## src/rtl/core/srd_pkg.sv

```systemverilog
`timescale 1ns / 1ps

package srd_pkg;

  typedef struct packed {
    logic vld;
    logic dz;
    logic ovf;
    logic qneg;
    logic rneg;
  } srd_ctl_t;

endpackage

```

## src/rtl/core/srd_pre.sv

```systemverilog
`timescale 1ns / 1ps

module srd_pre #(
  parameter int WIDTH = 8
) (
  input  logic                  clk,
  input  logic                  rst_n,
  input  logic                  en,
  input  logic                  in_vld,
  input  logic [WIDTH-1:0]      dividend,
  input  logic [WIDTH-1:0]      divisor,
  output srd_pkg::srd_ctl_t     out_ctl,
  output logic [WIDTH-1:0]      out_acc,
  output logic [WIDTH-1:0]      out_nq,
  output logic [WIDTH-1:0]      out_d
);
  import srd_pkg::*;

  localparam logic [WIDTH-1:0] MostNeg = {1'b1, {(WIDTH-1){1'b0}}};

  srd_ctl_t         ctl_r, ctl_nxt;
  logic [WIDTH-1:0] nq_r, nq_nxt;
  logic [WIDTH-1:0] d_r, d_nxt;

  always_comb begin
    ctl_nxt.vld  = in_vld;
    ctl_nxt.dz   = (divisor == '0);
    ctl_nxt.ovf  = (dividend == MostNeg) && (divisor == '1);
    ctl_nxt.qneg = dividend[WIDTH-1] ^ divisor[WIDTH-1];
    ctl_nxt.rneg = dividend[WIDTH-1];
    nq_nxt = dividend[WIDTH-1] ? (-dividend) : dividend;
    d_nxt  = divisor[WIDTH-1] ? (-divisor) : divisor;
  end

  always_ff @(posedge clk) begin
    if (!rst_n) begin
      ctl_r <= '0;
    end else if (en) begin
      ctl_r <= ctl_nxt;
    end
  end

  always_ff @(posedge clk) begin
    if (en) begin
      nq_r <= nq_nxt;
      d_r  <= d_nxt;
    end
  end

  assign out_ctl = ctl_r;
  assign out_acc = '0;
  assign out_nq  = nq_r;
  assign out_d   = d_r;

endmodule

```

## src/rtl/core/srd_cell.sv

```systemverilog
`timescale 1ns / 1ps

module srd_cell #(
  parameter int WIDTH = 8
) (
  input  logic                  clk,
  input  logic                  rst_n,
  input  logic                  en,
  input  srd_pkg::srd_ctl_t     in_ctl,
  input  logic [WIDTH-1:0]      in_acc,
  input  logic [WIDTH-1:0]      in_nq,
  input  logic [WIDTH-1:0]      in_d,
  output srd_pkg::srd_ctl_t     out_ctl,
  output logic [WIDTH-1:0]      out_acc,
  output logic [WIDTH-1:0]      out_nq,
  output logic [WIDTH-1:0]      out_d
);
  import srd_pkg::*;

  srd_ctl_t         ctl_r;
  logic [WIDTH-1:0] acc_r, acc_nxt;
  logic [WIDTH-1:0] nq_r, nq_nxt;
  logic [WIDTH-1:0] d_r;
  logic [WIDTH:0]   trial;
  logic [WIDTH:0]   diff;
  logic             ge;

  always_comb begin
    trial   = {in_acc, in_nq[WIDTH-1]};
    ge      = (trial >= {1'b0, in_d});
    diff    = trial - {1'b0, in_d};
    acc_nxt = ge ? diff[WIDTH-1:0] : trial[WIDTH-1:0];
    nq_nxt  = {in_nq[WIDTH-2:0], ge};
  end

  always_ff @(posedge clk) begin
    if (!rst_n) begin
      ctl_r <= '0;
    end else if (en) begin
      ctl_r <= in_ctl;
    end
  end

  always_ff @(posedge clk) begin
    if (en) begin
      acc_r <= acc_nxt;
      nq_r  <= nq_nxt;
      d_r   <= in_d;
    end
  end

  assign out_ctl = ctl_r;
  assign out_acc = acc_r;
  assign out_nq  = nq_r;
  assign out_d   = d_r;

endmodule

```

## src/rtl/core/srd_post.sv

```systemverilog
`timescale 1ns / 1ps

module srd_post #(
  parameter int WIDTH = 8
) (
  input  logic                  clk,
  input  logic                  rst_n,
  input  logic                  en,
  input  srd_pkg::srd_ctl_t     in_ctl,
  input  logic [WIDTH-1:0]      in_qmag,
  input  logic [WIDTH-1:0]      in_rmag,
  output logic                  out_vld,
  output logic [WIDTH-1:0]      quotient,
  output logic [WIDTH-1:0]      remainder,
  output logic                  div_by_zero,
  output logic                  overflow
);
  import srd_pkg::*;

  localparam logic [WIDTH-1:0] MaxPos = {1'b0, {(WIDTH-1){1'b1}}};

  logic             vld_r;
  logic             dz_r, dz_nxt;
  logic             ovf_r, ovf_nxt;
  logic [WIDTH-1:0] quo_r, quo_nxt;
  logic [WIDTH-1:0] rem_r, rem_nxt;

  always_comb begin
    dz_nxt  = in_ctl.dz;
    ovf_nxt = in_ctl.ovf && !in_ctl.dz;
    if (in_ctl.dz) begin
      quo_nxt = '0;
      rem_nxt = '0;
    end else if (in_ctl.ovf) begin
      quo_nxt = MaxPos;
      rem_nxt = '0;
    end else begin
      quo_nxt = in_ctl.qneg ? (-in_qmag) : in_qmag;
      rem_nxt = in_ctl.rneg ? (-in_rmag) : in_rmag;
    end
  end

  always_ff @(posedge clk) begin
    if (!rst_n) begin
      vld_r <= 1'b0;
    end else if (en) begin
      vld_r <= in_ctl.vld;
    end
  end

  always_ff @(posedge clk) begin
    if (en) begin
      dz_r  <= dz_nxt;
      ovf_r <= ovf_nxt;
      quo_r <= quo_nxt;
      rem_r <= rem_nxt;
    end
  end

  assign out_vld     = vld_r;
  assign quotient    = quo_r;
  assign remainder   = rem_r;
  assign div_by_zero = dz_r;
  assign overflow    = ovf_r;

endmodule

```

## src/rtl/core/signed_restoring_divider.sv

```systemverilog
`timescale 1ns / 1ps
// Channel  | Direction | Handshake          | Payload
// in_      | slave     | in_tvalid/tready   | tdata: dividend, divisor
// out_     | master    | out_tvalid/tready  | tdata: quotient, remainder;
//          |           |                    | tuser: div_by_zero, overflow
// One word accepted per cycle while in_tready is high; each word passes from
// input to output through an operand register, a chain of WIDTH restoring-step
// cells and an output register. Synchronous active-low reset empties the chain.
// While the output word waits with out_tready low, the whole chain holds and
// in_tready drops; an empty output register lets the chain advance.

module signed_restoring_divider #(
  parameter int WIDTH = 8
) (
  input  logic                                   clk,
  input  logic                                   rst_n,
  input  logic                                   in_tvalid,
  output logic                                   in_tready,
  input  logic [((2*WIDTH+7)/8)*8-1:0]           in_tdata,   // dividend, divisor
  output logic                                   out_tvalid,
  input  logic                                   out_tready,
  output logic [((2*WIDTH+7)/8)*8-1:0]           out_tdata,  // quotient, remainder
  output logic [1:0]                             out_tuser   // div_by_zero, overflow
);
  import srd_pkg::*;

  localparam logic [WIDTH-1:0] MaxPos = {1'b0, {(WIDTH-1){1'b1}}};

  logic             en;
  srd_ctl_t         ctl_s [0:WIDTH];
  logic [WIDTH-1:0] acc_s [0:WIDTH];
  logic [WIDTH-1:0] nq_s  [0:WIDTH];
  logic [WIDTH-1:0] d_s   [0:WIDTH];
  logic [WIDTH-1:0] quotient;
  logic [WIDTH-1:0] remainder;
  logic             div_by_zero;
  logic             overflow;

  assign en        = !out_tvalid || out_tready;
  assign in_tready = en;

  srd_pre #(.WIDTH(WIDTH)) u_pre (
    .clk      (clk),
    .rst_n    (rst_n),
    .en       (en),
    .in_vld   (in_tvalid),
    .dividend (in_tdata[WIDTH-1:0]),
    .divisor  (in_tdata[2*WIDTH-1:WIDTH]),
    .out_ctl  (ctl_s[0]),
    .out_acc  (acc_s[0]),
    .out_nq   (nq_s[0]),
    .out_d    (d_s[0])
  );

  for (genvar i = 0; i < WIDTH; i++) begin : g_cell
    srd_cell #(.WIDTH(WIDTH)) u_cell (
      .clk     (clk),
      .rst_n   (rst_n),
      .en      (en),
      .in_ctl  (ctl_s[i]),
      .in_acc  (acc_s[i]),
      .in_nq   (nq_s[i]),
      .in_d    (d_s[i]),
      .out_ctl (ctl_s[i+1]),
      .out_acc (acc_s[i+1]),
      .out_nq  (nq_s[i+1]),
      .out_d   (d_s[i+1])
    );
  end

  srd_post #(.WIDTH(WIDTH)) u_post (
    .clk         (clk),
    .rst_n       (rst_n),
    .en          (en),
    .in_ctl      (ctl_s[WIDTH]),
    .in_qmag     (nq_s[WIDTH]),
    .in_rmag     (acc_s[WIDTH]),
    .out_vld     (out_tvalid),
    .quotient    (quotient),
    .remainder   (remainder),
    .div_by_zero (div_by_zero),
    .overflow    (overflow)
  );

  always_comb begin
    out_tdata                    = '0;
    out_tdata[WIDTH-1:0]         = quotient;
    out_tdata[2*WIDTH-1:WIDTH]   = remainder;
    out_tuser                    = {overflow, div_by_zero};
  end

  a_flags_excl: assert property (@(posedge clk) disable iff (!rst_n)
    out_tvalid |-> !(out_tuser[0] && out_tuser[1]))
    else $error("div_by_zero and overflow both set");

  a_dz_zero: assert property (@(posedge clk) disable iff (!rst_n)
    (out_tvalid && out_tuser[0]) |-> (out_tdata[2*WIDTH-1:0] == '0))
    else $error("divide by zero word with nonzero results");

  a_ovf_sat: assert property (@(posedge clk) disable iff (!rst_n)
    (out_tvalid && out_tuser[1]) |->
      (out_tdata[WIDTH-1:0] == MaxPos && out_tdata[2*WIDTH-1:WIDTH] == '0))
    else $error("overflow word not saturated");

endmodule

```

## config.mk

```make
export PLATFORM = sky130hd
export DESIGN_NAME = signed_restoring_divider
export DESIGN_NICKNAME = d
export VERILOG_FILES = /design/src/rtl/core/srd_pkg.sv /design/src/rtl/core/srd_pre.sv /design/src/rtl/core/srd_cell.sv /design/src/rtl/core/srd_post.sv /design/src/rtl/core/signed_restoring_divider.sv
export SDC_FILE = /design/constraint.sdc
export NUM_CORES = 1
export LEC_CHECK = 0
export BUFFER_PORTS_ARGS = -buffer_cell sky130_fd_sc_hd__buf_2
export CORE_ASPECT_RATIO = 0.9
export CORE_MARGIN = 2
export CORE_UTILIZATION = 59
export DETAILED_ROUTE_END_ITERATION = 16
export HOLD_SLACK_MARGIN = 0.12
export PLACE_DENSITY = 0.79
export SETUP_SLACK_MARGIN = 0.05
export SYNTH_ARGS = -nofsm -noshare
export SYNTH_HDL_FRONTEND = slang
export SYNTH_SLANG_ARGS = --single-unit
```

## constraint.sdc

```tcl
create_clock -name clk -period 18.6 [get_ports clk]
set_input_delay 3.72 -clock clk [delete_from_list [all_inputs] [get_ports clk]]
set_output_delay 3.72 -clock clk [all_outputs]
set_load 0.1 [all_outputs]
```

### Yosys cells after proc, flatten, opt, wreduce, memory -nomap -nowiden

Cells that the tools add are included.

* bits in registers: 264
* bits of input ports: 20
* output and inout bits: 20
* word-level logic and storage cells: 122

* add/sub/neg operators: 12
* order comparisons: 8
* equality and inequality tests: 2
* muxes and demuxes: 13
* bitwise operators: 1
* reduce and logical (&&, ||, !) cells: 7

Operators with widths (number)
* 8-bit 2-to-1 mux: 9
* 9-bit by 8-bit >= comparator with 1-bit output: 7
* 8-bit subtractor: 7
* 8-bit negation: 4
* 7-bit 2-to-1 mux: 3
* 8-bit equality test (second input constant): 2
* 1-bit by 8-bit >= comparator with 1-bit output: 1
* 8-bit logical NOT: 1
* 1-bit by 8-bit subtractor with 8-bit output: 1
* 1-bit logical AND: 2
* 1-bit logical NOT: 2
* 2-bit OR reduction: 1
* 1-bit logical OR: 1
* 1-bit 2-to-1 mux: 1
* 1-bit bitwise XOR: 1

### Longest topological paths before layout

* word-level depth: 3
* mapped depth: 9
* gate-level depth less buffers: 8

### Cells and area by module

From an unflattened synthesis, not the netlist that was laid out.

* cell total of the unflattened synthesis: 1050
* area total of the unflattened synthesis: 13611.8 µm²

By module, submodules not included
* srd_cell (g_cell[1].u_cell ...): instances 5, cells each 108, area an instance 1425.1 µm², sequential area each 820.8 µm²
* srd_cell (g_cell[0].u_cell ...): instances 2, cells each 106, area an instance 1445.1 µm², sequential area each 820.8 µm²
* srd_cell (g_cell[6].u_cell): instances 1, cells each 108, area an instance 1435.1 µm², sequential area each 820.8 µm²
* srd_pre: instances 1, cells each 92, area an instance 1101.1 µm², sequential area each 580.6 µm²
* srd_post: instances 1, cells each 95, area an instance 1038.5 µm², sequential area each 560.5 µm²
* signed_restoring_divider: instances 1, cells each 3, area an instance 21.3 µm², sequential area each 0.0 µm²

### Least setup slack after synthesis

No wires, ideal clock.

* path kind: input to output
* from: input out_tready
* to: output in_tready
* data arrival time: 10.894 ns
* data required time: 14.880 ns
* path slack: 3.986 ns
* cell stages on the path: 4
* cells stage by stage: nor2b_1 -> clkbuf_1 -> inv_1 -> clkbuf_1

* word-level cells in the longest chain between the ends: 1

RTL lines
* from (decl): line signed_restoring_divider.sv:21 `input logic out_tready,`
* 1-bit logical OR: line signed_restoring_divider.sv:39 `assign en = !out_tvalid || out_tready;`
* to (decl): line signed_restoring_divider.sv:18 `output logic in_tready,`

No other way between the ends.

### Worst setup path in the final report

Same ends and word-level chain as after synthesis.

==> flow_metrics.env <==
export IMPL_coreArea_um2=20770
export IMPL_hold_buffers=0
export IMPL_hold_viol_final=0
export IMPL_synthCells=1012
export IMPL_grt_pass1_wl_mm=33.20
export IMPL_cp_data_arrival_time_ns=5.07
export IMPL_p_int_mw=1.370
export IMPL_post_route_util=0.6631
export IMPL_vdd_ir_drop_max_v=0.00008470
export IMPL_crit_top_cell="buf_2"
export IMPL_cts_num_sinks=264
export IMPL_period_needed_ns=8.789
export IMPL_synth_edf_count=218
export IMPL_slowest_delay_ns=0.51
export IMPL_synthesis_nets=1102
export IMPL_maxSlewHeadroom=0.2201
export IMPL_tightest_slew_ns=1.170
export IMPL_cts_resized=0
export IMPL_clockPowerShare=0.260
export IMPL_crit_type="in2out"
export IMPL_pin_count=40
export IMPL_insertion_delay_ns=0.54
export IMPL_track_usage=0.1818
export IMPL_nets=1134
export IMPL_cts_buffers=26
export IMPL_syn2layout_area_growth_pct=10.13
export IMPL_die_w_um=157.5
export IMPL_n_antenna_cell=0
export IMPL_drtPass1Iterations=5
export IMPL_fin_tns_setup_ns=0
export IMPL_ys_seq_area_frac=0.5971
export IMPL_switching_share=0.3237
export IMPL_fin_area_um2=13770
export IMPL_synth_ff_latch_count=264
export IMPL_cp_start_kind="input port"
export IMPL_syn_cell_area_um2=12510
export IMPL_row_count=50
export IMPL_drc=0
export IMPL_critPathTopFamily="buffers and inverters"
export IMPL_status="complete, no violations"
export IMPL_ys_types=52
export IMPL_antenna_left=0
export IMPL_ys_flop_type="edfxtp_1"
export IMPL_grt_overflow=0
export IMPL_synth_area_per_cell_um2=12.36
export IMPL_initial_utilization=0.6021
export IMPL_dpl_cell_area_um2=12900
export IMPL_setup_viol=0
export IMPL_postCtsSetupBuffers=0
export IMPL_final_period_utilization=0.4725
export IMPL_p_per_area_nw_per_um2=147.1
export IMPL_crit_chain="buf_2, nor2b_4, buf_4, inv_8, buf_2"
export IMPL_vias=7447
export IMPL_combPwrFrac=0.325
export IMPL_final_cell_count_no_fill=1350
export IMPL_clock_path_buffers=3
export IMPL_wirelength_mm=19.89
export IMPL_antenna_found_initial=0
export IMPL_crit_path_top_delay_cell="buf_2"
export IMPL_synth_area_leaders="edfxtp_1, dfxtp_1, ha_1, mux2_2, nand2_1"
export IMPL_rsz0062_at_grt="false"
export IMPL_portBuffers=39
export IMPL_fmax_mhz=113.8
export IMPL_critPathMaxFanout=72
export IMPL_p_total_mw=2.026
export IMPL_clkSlewWorstSetupHoldPaths_ns=0.06
export IMPL_htree_num_levels=1
export IMPL_crit_required_ns=14.88
export IMPL_ys_top_cells_by_count="edfxtp_1, nand2_1, inv_1"
export IMPL_power_frac_seq=0.415
export IMPL_synthArstFlopShare=0
export IMPL_maxSlewViolCount=0
export IMPL_cp_num_buf_inv=4
export IMPL_fp_dieArea_um2=22380
export IMPL_cp_end_kind="primary output"
export IMPL_drive_gt1_frac=0.1250
export IMPL_first_iter_violations=490
export IMPL_synth_most_common_cell="edfxtp_1"
export IMPL_synth_top_area_frac=0.5235
export IMPL_drv_cap=0
export IMPL_grt_max_degree=99
export IMPL_dp_hpwl_mm=13.20
export IMPL_grt_pass1_vias=7387
export IMPL_gp_congestion=0.8166
export IMPL_die_h_um=142.1
export IMPL_yosysTopAreaCell="edfxtp_1"
export IMPL_finalClockSkew_ns=0.01952
export IMPL_cts_tree="built"
export IMPL_clockRootBuffer="clkbuf_16"
export IMPL_switchingPower_mw=0.6558
export IMPL_wire_per_inst_um=14.74
export IMPL_leakage_nw=5.678
export IMPL_hold_class="reg2reg"
export IMPL_ys_warn_count=0
export IMPL_place_inst=1302
export IMPL_via_per_inst=5.516
==> final cells by class <==
| cell class | instances | area (um2) |
|---|---|---|
| clock inverter | 19 | 191.4 |
| clock buffer | 29 | 681.9 |
| tap | 286 | 357.8 |
| sequential | 264 | 7467 |
| timing repair buffer | 42 | 217.7 |
| multi-input combinational | 615 | 4491 |
| inverter | 95 | 365.4 |
| fill | 1541 | 6998 |
==> final timing paths <==
| check | cells after the start | slack, ns | from | to |
|---|---|---|---|---|
| max | 5 | 9.81 | out_tready | in_tready |
| min reg2reg | 0 | 0.42 | g_cell[1].u_cell.out_nq[5] | g_cell[2].u_cell.out_nq[6] |
| min | 0 | 0.42 | g_cell[1].u_cell.out_nq[5] | g_cell[2].u_cell.out_nq[6] |
| max reg2reg | 5 | 15.97 | g_cell[4].u_cell.out_acc[5] | g_cell[5].u_cell.out_acc[5] |
==> state kept, by name, summed over array words and instances, names as in the netlist <==
signal / cells
u_pre.out_ctl: 5
g_cell.u_cell.out_acc: 64
u_post.out_vld: 1
g_cell.u_cell.out_ctl: 40
u_pre.out_nq: 8
u_post.remainder: 8
u_post.quotient: 8
g_cell.u_cell.out_d: 56
u_post.overflow: 1
u_pre.out_d: 8
u_post.div_by_zero: 1
g_cell.u_cell.out_nq: 64
==> per-stage QoR <==
step | setup WS (ns) | hold slack [ns]
global route | 9.729 | 0.4226
finish | 9.811 | 0.4163
detailed placement | 9.808 | 0.4045
global placement | 9.815 | 0.4030
floorplan | 3.986 | 0.4003
CTS | 9.809 | 0.4178
==> logic make-up (layout without fill, tap and decap cells) <==
kind of cell | count (synthesis) | count (layout) | synth area share
AO/OA/AOI/OAI | 188 | 188 | 0.1111
AND/OR/NAND/NOR | 257 | 257 | 0.09355
buffers and inverters | 133 | 185 | 0.04442
XOR/XNOR | 44 | 44 | 0.03082
multiplexers | 56 | 56 | 0.04882
flip-flops | 264 | 264 | 0.5971
adder cells (fa/ha/maj) | 70 | 70 | 0.07424
==> power by group through the flow <==
stage	Clock, mW	Combinational [mW]	Sequential [mW]
after global routing	0.560	0.719	0.853
after CTS	0.538	0.657	0.842
final	0.527	0.658	0.841
after floorplan	0	0.453	0.938
after global placement	0	0.628	0.848
after detailed placement	0	0.649	0.853
==> cells in the final DEF, fill, tap and decap left out, drive strengths merged, types with 24 or more instances in the layout <==
master    n
xnor2    36
a21boi   44
clkbuf   29
nand2   105
nor3     28
buf      42
ha       63
nor2     52
a21oi    24
edfxtp  218
mux2     40
dfxtp    46
inv      95
==> layer usage <==
layer	up-vias	global-route usage	routed length, um
li1	3708	-	-
met1	3577	0.2188	8331
met2	118	0.3330	10410
met3	44	0.03015	640
met4	0	0.05789	507
met5	-	0	0
Power figures use the tool's default switching activity.
